--- src/sv/cds_pkg.sv ---
// ----------------------------------------------------------------------------
// cds_pkg
// Shared types, constants and calendar helper functions for the date stepper.
// ----------------------------------------------------------------------------
package cds_pkg;

  // field widths
  localparam int YEAR_W   = 14;
  localparam int MONTH_W  = 4;
  localparam int DAY_W    = 5;
  localparam int WDAY_W   = 3;
  localparam int JDAYS_W  = 16;
  localparam int KIND_W   = 3;

  // configuration of the counter
  localparam int JUMP_WIDTH = 16;
  localparam int YEAR_MAX   = 9999;

  // year split into century and year-in-century, both below 100
  localparam int CENT_W      = 7;
  localparam int CENT        = 100;
  localparam int RECIP_100   = 5243;
  localparam int RECIP_SHIFT = 19;
  localparam int PROD_W      = 27;

  // reset date
  localparam int YEAR_RESET = (2000 > YEAR_MAX) ? YEAR_MAX : 2000;
  localparam int HI_RESET   = YEAR_RESET / CENT;
  localparam int LO_RESET   = YEAR_RESET % CENT;

  // zeller sum width
  localparam int SUM_W = 10;

  typedef enum logic [KIND_W-1:0] {
    KIND_FWD   = 3'd0,
    KIND_BACK  = 3'd1,
    KIND_JFWD  = 3'd2,
    KIND_JBACK = 3'd3,
    KIND_LOAD  = 3'd4
  } kind_t;

  typedef enum logic [3:0] {
    OP_NOP,
    OP_CAPTURE,
    OP_SPLIT_HI,
    OP_SPLIT_LO,
    OP_CLIP,
    OP_FWD,
    OP_BACK,
    OP_WD_SUM,
    OP_WD_OUT
  } dp_op_t;

  typedef struct packed {
    dp_op_t op;
    logic   load_date;
    logic   unit_step;
  } cds_cmd_t;

  typedef struct packed {
    logic walk_done;
  } cds_stat_t;

  function automatic logic [DAY_W-1:0] month_len(input logic [MONTH_W-1:0] m,
                                                 input logic leap);
    logic [DAY_W-1:0] len;
    case (m)
      4'd2:    len = leap ? DAY_W'(29) : DAY_W'(28);
      4'd4:    len = DAY_W'(30);
      4'd6:    len = DAY_W'(30);
      4'd9:    len = DAY_W'(30);
      4'd11:   len = DAY_W'(30);
      default: len = DAY_W'(31);
    endcase
    return len;
  endfunction

  // floor(13 * (m + 1) / 5) for the shifted months 3..14
  function automatic logic [5:0] zeller_month(input logic [MONTH_W-1:0] mm);
    logic [5:0] v;
    case (mm)
      4'd3:    v = 6'd10;
      4'd4:    v = 6'd13;
      4'd5:    v = 6'd15;
      4'd6:    v = 6'd18;
      4'd7:    v = 6'd20;
      4'd8:    v = 6'd23;
      4'd9:    v = 6'd26;
      4'd10:   v = 6'd28;
      4'd11:   v = 6'd31;
      4'd12:   v = 6'd33;
      4'd13:   v = 6'd36;
      4'd14:   v = 6'd39;
      default: v = 6'd0;
    endcase
    return v;
  endfunction

endpackage

--- src/sv/cds_ctrl.sv ---
// ----------------------------------------------------------------------------
// cds_ctrl
// Command sequencer: accepts a command, walks the datapath through load,
// month walk and weekday steps, and hands the result to the output register.
// ----------------------------------------------------------------------------
module cds_ctrl
  import cds_pkg::*;
(
  input  logic              clk,
  input  logic              rst_n,
  input  logic              in_valid,
  output logic              in_stall,
  input  logic [KIND_W-1:0] in_kind,
  output logic              out_valid,
  input  logic              out_stall,
  output cds_cmd_t          cmd,
  input  cds_stat_t         stat
);

  typedef enum logic [2:0] {
    S_IDLE,
    S_SPLIT_HI,
    S_SPLIT_LO,
    S_CLIP,
    S_FWD,
    S_BACK,
    S_WD_SUM,
    S_WD_OUT
  } state_t;

  state_t state_r, state_nxt;
  logic   out_valid_r, out_valid_nxt;

  always_comb begin
    state_nxt     = state_r;
    out_valid_nxt = out_valid_r & out_stall;
    cmd.op        = OP_NOP;
    cmd.load_date = 1'b0;
    cmd.unit_step = 1'b0;
    case (state_r)
      S_IDLE: begin
        if (in_valid) begin
          cmd.op = OP_CAPTURE;
          case (kind_t'(in_kind))
            KIND_FWD: begin
              cmd.unit_step = 1'b1;
              state_nxt     = S_FWD;
            end
            KIND_BACK: begin
              cmd.unit_step = 1'b1;
              state_nxt     = S_BACK;
            end
            KIND_JFWD:  state_nxt = S_FWD;
            KIND_JBACK: state_nxt = S_BACK;
            KIND_LOAD: begin
              cmd.load_date = 1'b1;
              state_nxt     = S_SPLIT_HI;
            end
            default:    state_nxt = S_WD_SUM;
          endcase
        end
      end
      S_SPLIT_HI: begin
        cmd.op    = OP_SPLIT_HI;
        state_nxt = S_SPLIT_LO;
      end
      S_SPLIT_LO: begin
        cmd.op    = OP_SPLIT_LO;
        state_nxt = S_CLIP;
      end
      S_CLIP: begin
        cmd.op    = OP_CLIP;
        state_nxt = S_WD_SUM;
      end
      S_FWD: begin
        cmd.op = OP_FWD;
        if (stat.walk_done) begin
          state_nxt = S_WD_SUM;
        end
      end
      S_BACK: begin
        cmd.op = OP_BACK;
        if (stat.walk_done) begin
          state_nxt = S_WD_SUM;
        end
      end
      S_WD_SUM: begin
        cmd.op    = OP_WD_SUM;
        state_nxt = S_WD_OUT;
      end
      S_WD_OUT: begin
        if (!out_valid_r || !out_stall) begin
          cmd.op        = OP_WD_OUT;
          out_valid_nxt = 1'b1;
          state_nxt     = S_IDLE;
        end
      end
      default: state_nxt = S_IDLE;
    endcase
  end

  always_ff @(posedge clk) begin
    if (!rst_n) begin
      state_r     <= S_IDLE;
      out_valid_r <= 1'b0;
    end else begin
      state_r     <= state_nxt;
      out_valid_r <= out_valid_nxt;
    end
  end

  assign in_stall  = (state_r != S_IDLE);
  assign out_valid = out_valid_r;

endmodule

--- src/sv/cds_datapath.sv ---
// ----------------------------------------------------------------------------
// cds_datapath
// Date registers, remaining-day counter, month walk, century split and
// weekday arithmetic, plus the result register.
// ----------------------------------------------------------------------------
module cds_datapath
  import cds_pkg::*;
(
  input  logic               clk,
  input  logic               rst_n,
  input  cds_cmd_t           cmd,
  output cds_stat_t          stat,
  input  logic [JDAYS_W-1:0] in_jump_days,
  input  logic [YEAR_W-1:0]  in_load_year,
  input  logic [MONTH_W-1:0] in_load_month,
  input  logic [DAY_W-1:0]   in_load_day,
  output logic [YEAR_W-1:0]  out_year_now,
  output logic [MONTH_W-1:0] out_month_now,
  output logic [DAY_W-1:0]   out_day_now,
  output logic [WDAY_W-1:0]  out_weekday,
  output logic               out_leap_year,
  output logic               out_limit_hit
);

  localparam logic [YEAR_W-1:0] YMAX = YEAR_W'(YEAR_MAX);

  logic [YEAR_W-1:0]     year_r, year_nxt;
  logic [MONTH_W-1:0]    month_r, month_nxt;
  logic [DAY_W-1:0]      day_r, day_nxt;
  logic [CENT_W-1:0]     hi_r, hi_nxt;
  logic [CENT_W-1:0]     lo_r, lo_nxt;
  logic [JUMP_WIDTH-1:0] n_r, n_nxt;
  logic                  limit_r, limit_nxt;
  logic [SUM_W-1:0]      sum_r, sum_nxt;

  logic [YEAR_W-1:0]  yout_r;
  logic [MONTH_W-1:0] mout_r;
  logic [DAY_W-1:0]   dout_r;
  logic [WDAY_W-1:0]  wout_r;
  logic               lout_r;
  logic               hout_r;

  logic                  leap;
  logic [DAY_W-1:0]      len;
  logic [DAY_W-1:0]      len_prev;
  logic [JUMP_WIDTH:0]   fwd_sum;
  logic                  fwd_fits;
  logic                  fwd_end;
  logic                  back_fits;
  logic                  back_end;
  logic [PROD_W-1:0]     prod;
  logic [MONTH_W-1:0]    mm;
  logic [CENT_W-1:0]     zk;
  logic [CENT_W-1:0]     zj;
  logic [4:0]            fold1;
  logic [3:0]            fold2;
  logic [WDAY_W:0]       rem7;
  logic [WDAY_W:0]       wshift;

  // leap rule on the split year
  assign leap = (lo_r == '0) ? (hi_r[1:0] == 2'b00) : (lo_r[1:0] == 2'b00);

  assign len      = month_len(month_r, leap);
  assign len_prev = month_len(month_r - MONTH_W'(1), leap);

  assign fwd_sum   = (JUMP_WIDTH+1)'(n_r) + (JUMP_WIDTH+1)'(day_r);
  assign fwd_fits  = (fwd_sum <= (JUMP_WIDTH+1)'(len));
  assign fwd_end   = (month_r >= MONTH_W'(12)) && (year_r >= YMAX);
  assign back_fits = ((JUMP_WIDTH+1)'(day_r) > (JUMP_WIDTH+1)'(n_r));
  assign back_end  = (month_r <= MONTH_W'(1)) && (year_r <= YEAR_W'(1));

  assign prod = PROD_W'(year_r) * PROD_W'(RECIP_100);

  // zeller terms: january and february count as months 13, 14 of the prior year
  always_comb begin
    if (month_r < MONTH_W'(3)) begin
      mm = month_r + MONTH_W'(12);
      if (lo_r == '0) begin
        zk = CENT_W'(CENT - 1);
        zj = hi_r - CENT_W'(1);
      end else begin
        zk = lo_r - CENT_W'(1);
        zj = hi_r;
      end
    end else begin
      mm = month_r;
      zk = lo_r;
      zj = hi_r;
    end
  end

  // mod 7 by folding octal digits, since 8 is 1 mod 7
  always_comb begin
    fold1  = 5'(sum_r[9:6]) + 5'(sum_r[5:3]) + 5'(sum_r[2:0]);
    fold2  = 4'(fold1[4:3]) + 4'(fold1[2:0]);
    rem7   = (fold2 >= 4'd7) ? fold2 - 4'd7 : fold2;
    wshift = rem7 + 4'd5;
    if (wshift >= 4'd7) begin
      wshift = wshift - 4'd7;
    end
  end

  always_comb begin
    year_nxt  = year_r;
    month_nxt = month_r;
    day_nxt   = day_r;
    hi_nxt    = hi_r;
    lo_nxt    = lo_r;
    n_nxt     = n_r;
    limit_nxt = limit_r;
    sum_nxt   = sum_r;
    stat.walk_done = 1'b0;
    case (cmd.op)
      OP_CAPTURE: begin
        limit_nxt = 1'b0;
        n_nxt     = cmd.unit_step ? JUMP_WIDTH'(1) : JUMP_WIDTH'(in_jump_days);
        if (cmd.load_date) begin
          if (in_load_year < YEAR_W'(1)) begin
            year_nxt = YEAR_W'(1);
          end else if (in_load_year > YMAX) begin
            year_nxt = YMAX;
          end else begin
            year_nxt = in_load_year;
          end
          if (in_load_month < MONTH_W'(1)) begin
            month_nxt = MONTH_W'(1);
          end else if (in_load_month > MONTH_W'(12)) begin
            month_nxt = MONTH_W'(12);
          end else begin
            month_nxt = in_load_month;
          end
          day_nxt = in_load_day;
        end
      end
      OP_SPLIT_HI: hi_nxt = CENT_W'(prod >> RECIP_SHIFT);
      OP_SPLIT_LO: lo_nxt = CENT_W'(year_r - YEAR_W'(hi_r) * YEAR_W'(CENT));
      OP_CLIP: begin
        if (day_r < DAY_W'(1)) begin
          day_nxt = DAY_W'(1);
        end else if (day_r > len) begin
          day_nxt = len;
        end
      end
      OP_FWD: begin
        stat.walk_done = fwd_fits || fwd_end;
        if (fwd_fits) begin
          day_nxt = DAY_W'(fwd_sum);
        end else begin
          n_nxt   = n_r - JUMP_WIDTH'(len) + JUMP_WIDTH'(day_r) - JUMP_WIDTH'(1);
          day_nxt = DAY_W'(1);
          if (month_r >= MONTH_W'(12)) begin
            if (year_r >= YMAX) begin
              year_nxt  = YMAX;
              month_nxt = MONTH_W'(12);
              day_nxt   = DAY_W'(31);
              limit_nxt = 1'b1;
            end else begin
              month_nxt = MONTH_W'(1);
              year_nxt  = year_r + YEAR_W'(1);
              if (lo_r == CENT_W'(CENT - 1)) begin
                lo_nxt = '0;
                hi_nxt = hi_r + CENT_W'(1);
              end else begin
                lo_nxt = lo_r + CENT_W'(1);
              end
            end
          end else begin
            month_nxt = month_r + MONTH_W'(1);
          end
        end
      end
      OP_BACK: begin
        stat.walk_done = back_fits || back_end;
        if (back_fits) begin
          day_nxt = day_r - DAY_W'(n_r);
        end else begin
          n_nxt = n_r - JUMP_WIDTH'(day_r);
          if (month_r <= MONTH_W'(1)) begin
            if (year_r <= YEAR_W'(1)) begin
              year_nxt  = YEAR_W'(1);
              month_nxt = MONTH_W'(1);
              day_nxt   = DAY_W'(1);
              limit_nxt = 1'b1;
            end else begin
              month_nxt = MONTH_W'(12);
              day_nxt   = DAY_W'(31);
              year_nxt  = year_r - YEAR_W'(1);
              if (lo_r == '0) begin
                lo_nxt = CENT_W'(CENT - 1);
                hi_nxt = hi_r - CENT_W'(1);
              end else begin
                lo_nxt = lo_r - CENT_W'(1);
              end
            end
          end else begin
            month_nxt = month_r - MONTH_W'(1);
            day_nxt   = len_prev;
          end
        end
      end
      OP_WD_SUM: begin
        sum_nxt = SUM_W'(day_r) + SUM_W'(zeller_month(mm)) + SUM_W'(zk)
                + SUM_W'(zk[CENT_W-1:2]) + SUM_W'(zj[CENT_W-1:2])
                + SUM_W'({zj, 2'b00}) + SUM_W'(zj);
      end
      default: ;
    endcase
  end

  always_ff @(posedge clk) begin
    if (!rst_n) begin
      year_r  <= YEAR_W'(YEAR_RESET);
      month_r <= MONTH_W'(1);
      day_r   <= DAY_W'(1);
      hi_r    <= CENT_W'(HI_RESET);
      lo_r    <= CENT_W'(LO_RESET);
    end else begin
      year_r  <= year_nxt;
      month_r <= month_nxt;
      day_r   <= day_nxt;
      hi_r    <= hi_nxt;
      lo_r    <= lo_nxt;
    end
  end

  always_ff @(posedge clk) begin
    n_r     <= n_nxt;
    limit_r <= limit_nxt;
    sum_r   <= sum_nxt;
    if (cmd.op == OP_WD_OUT) begin
      yout_r <= year_r;
      mout_r <= month_r;
      dout_r <= day_r;
      wout_r <= WDAY_W'(wshift);
      lout_r <= leap;
      hout_r <= limit_r;
    end
  end

  assign out_year_now  = yout_r;
  assign out_month_now = mout_r;
  assign out_day_now   = dout_r;
  assign out_weekday   = wout_r;
  assign out_leap_year = lout_r;
  assign out_limit_hit = hout_r;

endmodule

--- src/sv/calendar_date_stepper.sv ---
// ----------------------------------------------------------------------------
// calendar_date_stepper
// Gregorian date counter with step, jump and load commands.
// ----------------------------------------------------------------------------
// usage
//   input channel (in_valid / in_stall): one command per transfer; in_kind
//   picks step forward, step back, jump forward, jump back or load date.
//   jump_days is used by jumps, load_* by load. other kind codes report the
//   current date unchanged.
//   result channel (out_valid / out_stall): one result per command with the
//   date, weekday (0 monday .. 6 sunday), leap flag and saturation flag.
// command sequence
//   a step or jump walks the date one month boundary at a time until the
//   remaining days fit in the current month or the date saturates, then
//   sums and registers the weekday; a load splits the year into century
//   and year-in-century and clips the day first; other kind codes go
//   straight to the weekday. one command is in flight at a time; in_stall
//   stays high until the result has been moved into the output register.
// reset
//   the date returns to 2000-01-01 and the output register is empty.
// stall
//   a stalled result holds in the output register; the next command can
//   run meanwhile and waits at its last step until the register frees.
// ----------------------------------------------------------------------------
module calendar_date_stepper
  import cds_pkg::*;
(
  input  logic               clk,
  input  logic               rst_n,
  // command channel
  input  logic               in_valid,
  output logic               in_stall,
  input  logic [KIND_W-1:0]  in_kind,
  input  logic [JDAYS_W-1:0] in_jump_days,
  input  logic [YEAR_W-1:0]  in_load_year,
  input  logic [MONTH_W-1:0] in_load_month,
  input  logic [DAY_W-1:0]   in_load_day,
  // result channel
  output logic               out_valid,
  input  logic               out_stall,
  output logic [YEAR_W-1:0]  out_year_now,
  output logic [MONTH_W-1:0] out_month_now,
  output logic [DAY_W-1:0]   out_day_now,
  output logic [WDAY_W-1:0]  out_weekday,
  output logic               out_leap_year,
  output logic               out_limit_hit
);

  // sequencer to datapath commands, and walk status back
  cds_cmd_t  cmd;
  cds_stat_t stat;

  cds_ctrl u_ctrl (
    .clk       (clk),
    .rst_n     (rst_n),
    .in_valid  (in_valid),
    .in_stall  (in_stall),
    .in_kind   (in_kind),
    .out_valid (out_valid),
    .out_stall (out_stall),
    .cmd       (cmd),
    .stat      (stat)
  );

  // date state, month walk, weekday and the result register
  cds_datapath u_dp (
    .clk           (clk),
    .rst_n         (rst_n),
    .cmd           (cmd),
    .stat          (stat),
    .in_jump_days  (in_jump_days),
    .in_load_year  (in_load_year),
    .in_load_month (in_load_month),
    .in_load_day   (in_load_day),
    .out_year_now  (out_year_now),
    .out_month_now (out_month_now),
    .out_day_now   (out_day_now),
    .out_weekday   (out_weekday),
    .out_leap_year (out_leap_year),
    .out_limit_hit (out_limit_hit)
  );

endmodule

--- config.mk ---
export PLATFORM = sky130hd
export DESIGN_NAME = calendar_date_stepper
export DESIGN_NICKNAME = d
export VERILOG_FILES = /design/src/sv/cds_pkg.sv /design/src/sv/cds_ctrl.sv /design/src/sv/cds_datapath.sv /design/src/sv/calendar_date_stepper.sv
export SDC_FILE = /design/constraint.sdc
export NUM_CORES = 1
export LEC_CHECK = 0
export BUFFER_PORTS_ARGS = -buffer_cell sky130_fd_sc_hd__buf_2
export CAP_MARGIN = 20
export CORE_AREA = 3 3 176 178
export CTS_CLUSTER_DIAMETER = 50
export DETAILED_ROUTE_END_ITERATION = 10
export DIE_AREA = 0 0 179 181
export HOLD_SLACK_MARGIN = 0.12
export PLACE_DENSITY_LB_ADDON = 0.3
export RECOVER_POWER = 100
export SLEW_MARGIN = 20
export SYNTH_ARGS = -nofsm -noshare
export SYNTH_HDL_FRONTEND = slang
export SYNTH_SLANG_ARGS = --single-unit
export TNS_END_PERCENT = 5
--- constraint.sdc ---
create_clock -name clk -period 8.4 [get_ports clk]
set_input_delay 0.84 -clock clk [delete_from_list [all_inputs] [get_ports clk]]
set_output_delay 0.84 -clock clk [all_outputs]
set_load 0.005 [all_outputs]
Word level (Yosys, flattened, before mapping)
Memories as Yosys holds them, arrays and structs flattened.
Index checks and enable logic that the tools add are counted.
- add/sub/neg operators: 28
- multipliers: 2
- div/mod/pow operators: 0
- $lt $le $gt $ge: 15
- eq/ne operators: 44
- shift-type cells: 0
- mux-type cells: 83
- bitwise gates (word level): 1
- reductions and logical operators: 31
- operators by type and width (kind ; count):
    $mux W14 ; 9
    $mux W7 ; 18
    $mux W16 ; 3
    $mux W4 ; 12
    $pmux W16 S3 ; 1
    $mux W5 ; 9
    $pmux W14 S3 ; 1
    $pmux W7 S3 ; 2
    $eq A4 B3 Y1 const B ; 8
    $pmux W4 S8 ; 1
    $sub A16 B5 Y16 ; 2
    $mul A14 B13 Y26 const B ; 1
    $pmux W3 S7 ; 1
    $add A10 B5 Y10 ; 2
    $add A10 B7 Y10 ; 2
    $eq A4 B4 Y1 const B ; 5
    $pmux W5 S2 ; 2
    $pmux W5 S4 ; 1
    $add A16 B5 Y17 ; 1
    $le A17 B5 Y1 ; 1
    $add A16 B5 Y16 ; 1
    $eq A4 B2 Y1 const B ; 4
    $gt A5 B16 Y1 ; 1
    $sub A16 B1 Y16 const B ; 1
    62 further kinds ; 115
- register bits after elaboration: 96
- latch bits: 0
- RAM bits: 0
- ROM bits: 96
- input port bits: 46
- output and inout port bits: 30
- word-level logic and storage cells: 221
- memories kept: 1
- memory list (name ; words ; bits a word ; read ports ; clocked after Yosys merged registers in ; wr ports ; line ; text):
    (name not given) ; 16 ; 6 ; 1 ; 0 ; 0 ; cds_pkg.sv:81 ; case (mm)

Depth between registers and ports, before layout
- depth after elaboration: 13
- gate-level depth with buffers: 29
- mapped depth without buffers: 27

Hierarchy
A second synthesis with hierarchy kept.
- cells, all modules: 1503
- area total of the unflattened synthesis: 13491.7 um^2
- by module, submodules not included (module ; times used ; cells an instance ; area an instance (um^2) ; seq. area each (um^2)):
    cds_datapath ; 1 ; 1460 ; 13152.6 ; 2392.3
    cds_ctrl ; 1 ; 43 ; 339.1 ; 80.1

Worst setup path after synthesis
Ideal clock, no wire load.
- path kind: flip-flop to flip-flop
- start: register u_dp.month_r[2]
- end: register u_dp.sum_r[9] (data pin)
- library setup time: 0.258 ns
- data arrival time: 5.761 ns
- data required time: 8.142 ns
- setup slack: 2.381 ns
- cell stages (with the launch flop): 28
- buffers on the path: 2
- clock period less this slack: 6.019 ns
- cells stage by stage: dfxtp_1 > clkbuf_1 > inv_1 > ha_1 > nand2b_1 > clkbuf_1 > nand2_1 > o21ai_1 > nor2_1 > o32ai_1 > ha_1 > inv_1 > fa_1 > nor2b_1 > o21ai_0 > a21oi_1 > nand2b_1 > fa_1 > fa_1 > fa_1 > inv_1 > ha_1 > a21oi_1 > o21bai_1 > a21oi_1 > o21bai_1 > a21oi_1 > xnor2_1
- word-level cells in the longest chain between the ends: 10
- elaborated cells between the ends (all ways): 13
- classes of those cells: add/sub (7); order compare (1); mux (4); memory (1)
- RTL lines (item ; line ; text):
    start, declared ; cds_datapath.sv:28 ; logic [MONTH_W-1:0] month_r, month_nxt;
    start signal, assigned ; cds_datapath.sv:219 ; month_r <= month_nxt;
    $add A4 B4 Y4 or $lt A4 B2 Y1 (tied branches) ; cds_datapath.sv:77, cds_datapath.sv:76 ;
    $mux W4 ; cds_datapath.sv:76 ; if (month_r < MONTH_W'(3)) begin
    $mem_v2 Z16 W6 ; -- ;
    $mux W6 ; cds_datapath.sv:113 ; case (cmd.op)
    $add A5 B6 Y7 ; cds_datapath.sv:202 ; sum_nxt = SUM_W'(day_r) + SUM_W'(zeller_month(mm)) + SUM_W'(zk)
    $add A10 B7 Y10 ; cds_datapath.sv:202 ;
    $add A10 B5 Y10 (2 in series) ; cds_datapath.sv:203 ; + SUM_W'(zk[CENT_W-1:2]) + SUM_W'(zj[CENT_W-1:2])
    $add A10 B9 Y10 ; cds_datapath.sv:204 ; + SUM_W'({zj, 2'b00}) + SUM_W'(zj);
    $add A10 B7 Y10 (*) ; cds_datapath.sv:204 ;
    end signal, assigned ; cds_datapath.sv:229 ; sum_r <= sum_nxt;
    end, declared ; cds_datapath.sv:34 ; logic [SUM_W-1:0] sum_r, sum_nxt;
Every way passes the cells marked *; elsewhere a longest branch is shown, timed or not. The select of a mux whose other input is x is not followed.
A chain may end at the register's enable or synchronous reset.

Worst setup path after layout
Ends and elaborated chain as after synthesis.

==> results_dict.tcl <==
set metrics [dict create \
    crit_arrival_ns 6.68 \
    hp-class "reg2reg" \
    finalHoldViolCount 0 \
    clk_pin_slew_ns 0.08 \
    ant_nets 0 \
    grt_pass1_vias 11300 \
    port_buffers 75 \
    rows 63 \
    fin_nets 1945 \
    worstPathRequired_ns 8.51 \
    rr_worst_depth 24 \
    synthesis.instances 1525 \
    maxCapViolCount 4 \
    h-tree-depth 3 \
    grt_pass1_wl_mm 58.8 \
    area_growth_pct 6.87 \
    grt_max_degree 30 \
    r2r_setup_slack_ns 1.83 \
    wire_per_inst_um 18.3 \
    clk_path_buf_depth 2 \
    insertedDiodeCount 0 \
    finalClockSkew_ns 0.0148 \
    rsz0062_at_grt "false" \
    ctsHoldBuffers 0 \
    syn-mean-instance-area_sq_um 8.91 \
    fin_cells 1965 \
    end_kind "register" \
    multi_input_area_sq_mm 0.00997 \
    worstMarginPinSlew_ns 2.68 \
    place_inst 1949 \
    ys.flop_type "edfxtp_1" \
    dr.pass1.iters 5 \
    pre_cts_ws_ns 1.87 \
    drtIter0Drc 1041 \
    dieArea_sq_mm 0.0324 \
    async_flop_share_pct 0 \
    grtUsageTotal_pct 22.6 \
    postCtsSetupBuffers 0 \
    ys_warn_count 0 \
    fin_crit_sh_pct 78.2 \
    relSlewSlack_pct -79.3 \
    endpoint "u_dp.sum_r[9]$_DFFE_PN_" \
    clkSinkCount 96 \
    reg2reg_from "u_dp.month_r[2]$_SDFFE_PN0P_" \
    crit_fanout 14 \
    root_buffer "clkbuf_16" \
    start_kind "register" \
    final_cell_mix "inv_1 (232), ha_1 (230), fa_1 (99), nor2_1 (95), nand2_1 (92)" \
    die_w_um 179 \
    clk_latency_ns 0.37 \
    io_pins 76 \
    gp_congestion 0.950 \
    grt.overflow.total 0 \
    synth_area_sq_mm 0.0136 \
    failed_checks "capacitance limit, slew limit" \
    drv_slew 92 \
    start_util_pct 45.9 \
    fmax_mhz 152 \
    cts_tree "done" \
    totalNegativeSetupSlack_ns 0 \
    final_common_cell "inv_1" \
    synth_cell_types 89 \
    ys_seq_area_share_pct 18.2 \
    synth_nets 1900 \
    layout-drive-gt1-share_pct 6.67 \
    fp.dieH_um 181 \
    crit_start "u_dp.month_r[2]$_SDFFE_PN0P_" \
    vias_per_cell 5.81 \
    regArea_sq_mm 0.00247 \
    fin_ws_ns 1.83 \
    synth_seq_cells 96 \
    reg2reg_to "u_dp.sum_r[9]$_DFFE_PN_" \
    path_class "reg2reg" \
    setup_viol 0 \
    utilization_pct 49.1 \
    fin_crit_ns 6.57 \
    grt_antenna_before_repair 0 \
    synth-edff-count 55 \
    coreArea_sq_mm 0.0296 \
    route.detailed.drc 0 \
    fillCellCount 2818 \
    tritoncts.num_buffers 9 \
    vias 11400 \
    status "finished, violations left" \
    finalWirelength_mm 35.9 \
    hpwl_mm 28.4 \
    cts.repair.resized 0 \
]
## critical path, stage by stage, from the launching register on
cell and delay [ns]:
dfxtp_1 0.65, inv_1 0.17, ha_1 0.30, nor2b_1 0.28
xnor2_1 0.59, nand2_1 0.18, o32ai_1 0.18, ha_1 0.22
inv_1 0.06, fa_1 0.39, nor2b_1 0.13, o21ai_0 0.11
a21oi_1 0.19, nand2b_1 0.15, fa_1 0.44, fa_1 0.51
fa_1 0.54, inv_1 0.04, ha_1 0.32, a21oi_1 0.23
o21bai_1 0.09, a21oi_1 0.22, o21bai_1 0.09, a21oi_1 0.17
xnor2_1 0.08
## per-layer routing
layer / up-vias / share of wire (%) / global-route usage, %
met5: - / 0 / 0
met4: 0 / 2.0 / 6.14
li1: 5466 / - / -
met3: 50 / 6.1 / 2.67
met2: 413 / 45 / 35.2
met1: 5478 / 47 / 33.0
## synth_stat cells, drive strengths merged, types with 18 or more instances
| master | instances | area (sq um) |
|---|---|---|
| nand3 | 36 | 180 |
| edfxtp | 55 | 1650 |
| nand2 | 92 | 345 |
| clkbuf | 33 | 124 |
| xnor2 | 61 | 534 |
| ha | 230 | 2880 |
| nor3 | 39 | 220 |
| a21oi | 73 | 373 |
| a211oi | 21 | 163 |
| fa | 99 | 1980 |
| o22ai | 20 | 131 |
| a21o | 18 | 135 |
| dfxtp | 41 | 821 |
| o21ai | 70 | 354 |
| inv | 234 | 878 |
| nor2 | 97 | 367 |
## worst min path at each step
| stage | start | end | depth (start not counted) |
|---|---|---|---|
| after CTS | u_dp.limit_r$_DFFE_PP_ | u_dp.out_limit_hit$_DFFE_PN_ | 0 |
| final | u_dp.limit_r$_DFFE_PP_ | u_dp.out_limit_hit$_DFFE_PN_ | 0 |
| after global placement | u_dp.limit_r$_DFFE_PP_ | u_dp.out_limit_hit$_DFFE_PN_ | 0 |
| after floorplan | u_dp.limit_r$_DFFE_PP_ | u_dp.out_limit_hit$_DFFE_PN_ | 0 |
| after global routing | u_dp.limit_r$_DFFE_PP_ | u_dp.out_limit_hit$_DFFE_PN_ | 0 |
| after detailed placement | u_dp.limit_r$_DFFE_PP_ | u_dp.out_limit_hit$_DFFE_PN_ | 0 |
## state kept, by name, indices dropped and copies added, names as in the netlist, 3 cells and up
| register | cells |
|---|---|
| u_ctrl.state_r | 3 |
| u_dp.day_r | 5 |
| u_dp.hi_r | 7 |
| u_dp.lo_r | 7 |
| u_dp.month_r | 4 |
| u_dp.n_r | 16 |
| u_dp.out_day_now | 5 |
| u_dp.out_month_now | 4 |
| u_dp.out_weekday | 3 |
| u_dp.out_year_now | 14 |
| u_dp.sum_r | 10 |
| u_dp.year_r | 14 |
## kinds of logic after synthesis
group / synth area share (%)
compound gates: 18.6
xor+xnor: 5.03
fa+ha+maj: 35.8
buf+inv: 8.08
flops: 18.2
mux: 0.838
simple gates: 13.5
## per-stage QoR
step	area (sq um)	hold slack, ns
5_1_grt	14500	0.459
6_report	14500	0.450
3_3_place_gp	14300	0.406
2_1_floorplan	13600	0.400
4_1_cts	14600	0.442
3_5_place_dp	14300	0.424
## cell type report
class | instances | share of cell area (%)
Timing Repair Buffer | 84 | 2.78
Inverter | 234 | 6.05
Clock inverter | 4 | 0.224
Sequential cell | 96 | 17.0
Tap cell | 390 | 3.36
Clock buffer | 12 | 1.84
Multi-Input combinational cell | 1145 | 68.7
Power is not shown: default switching activity piles up to over one toggle a cycle in this logic, so the estimate is an artifact.
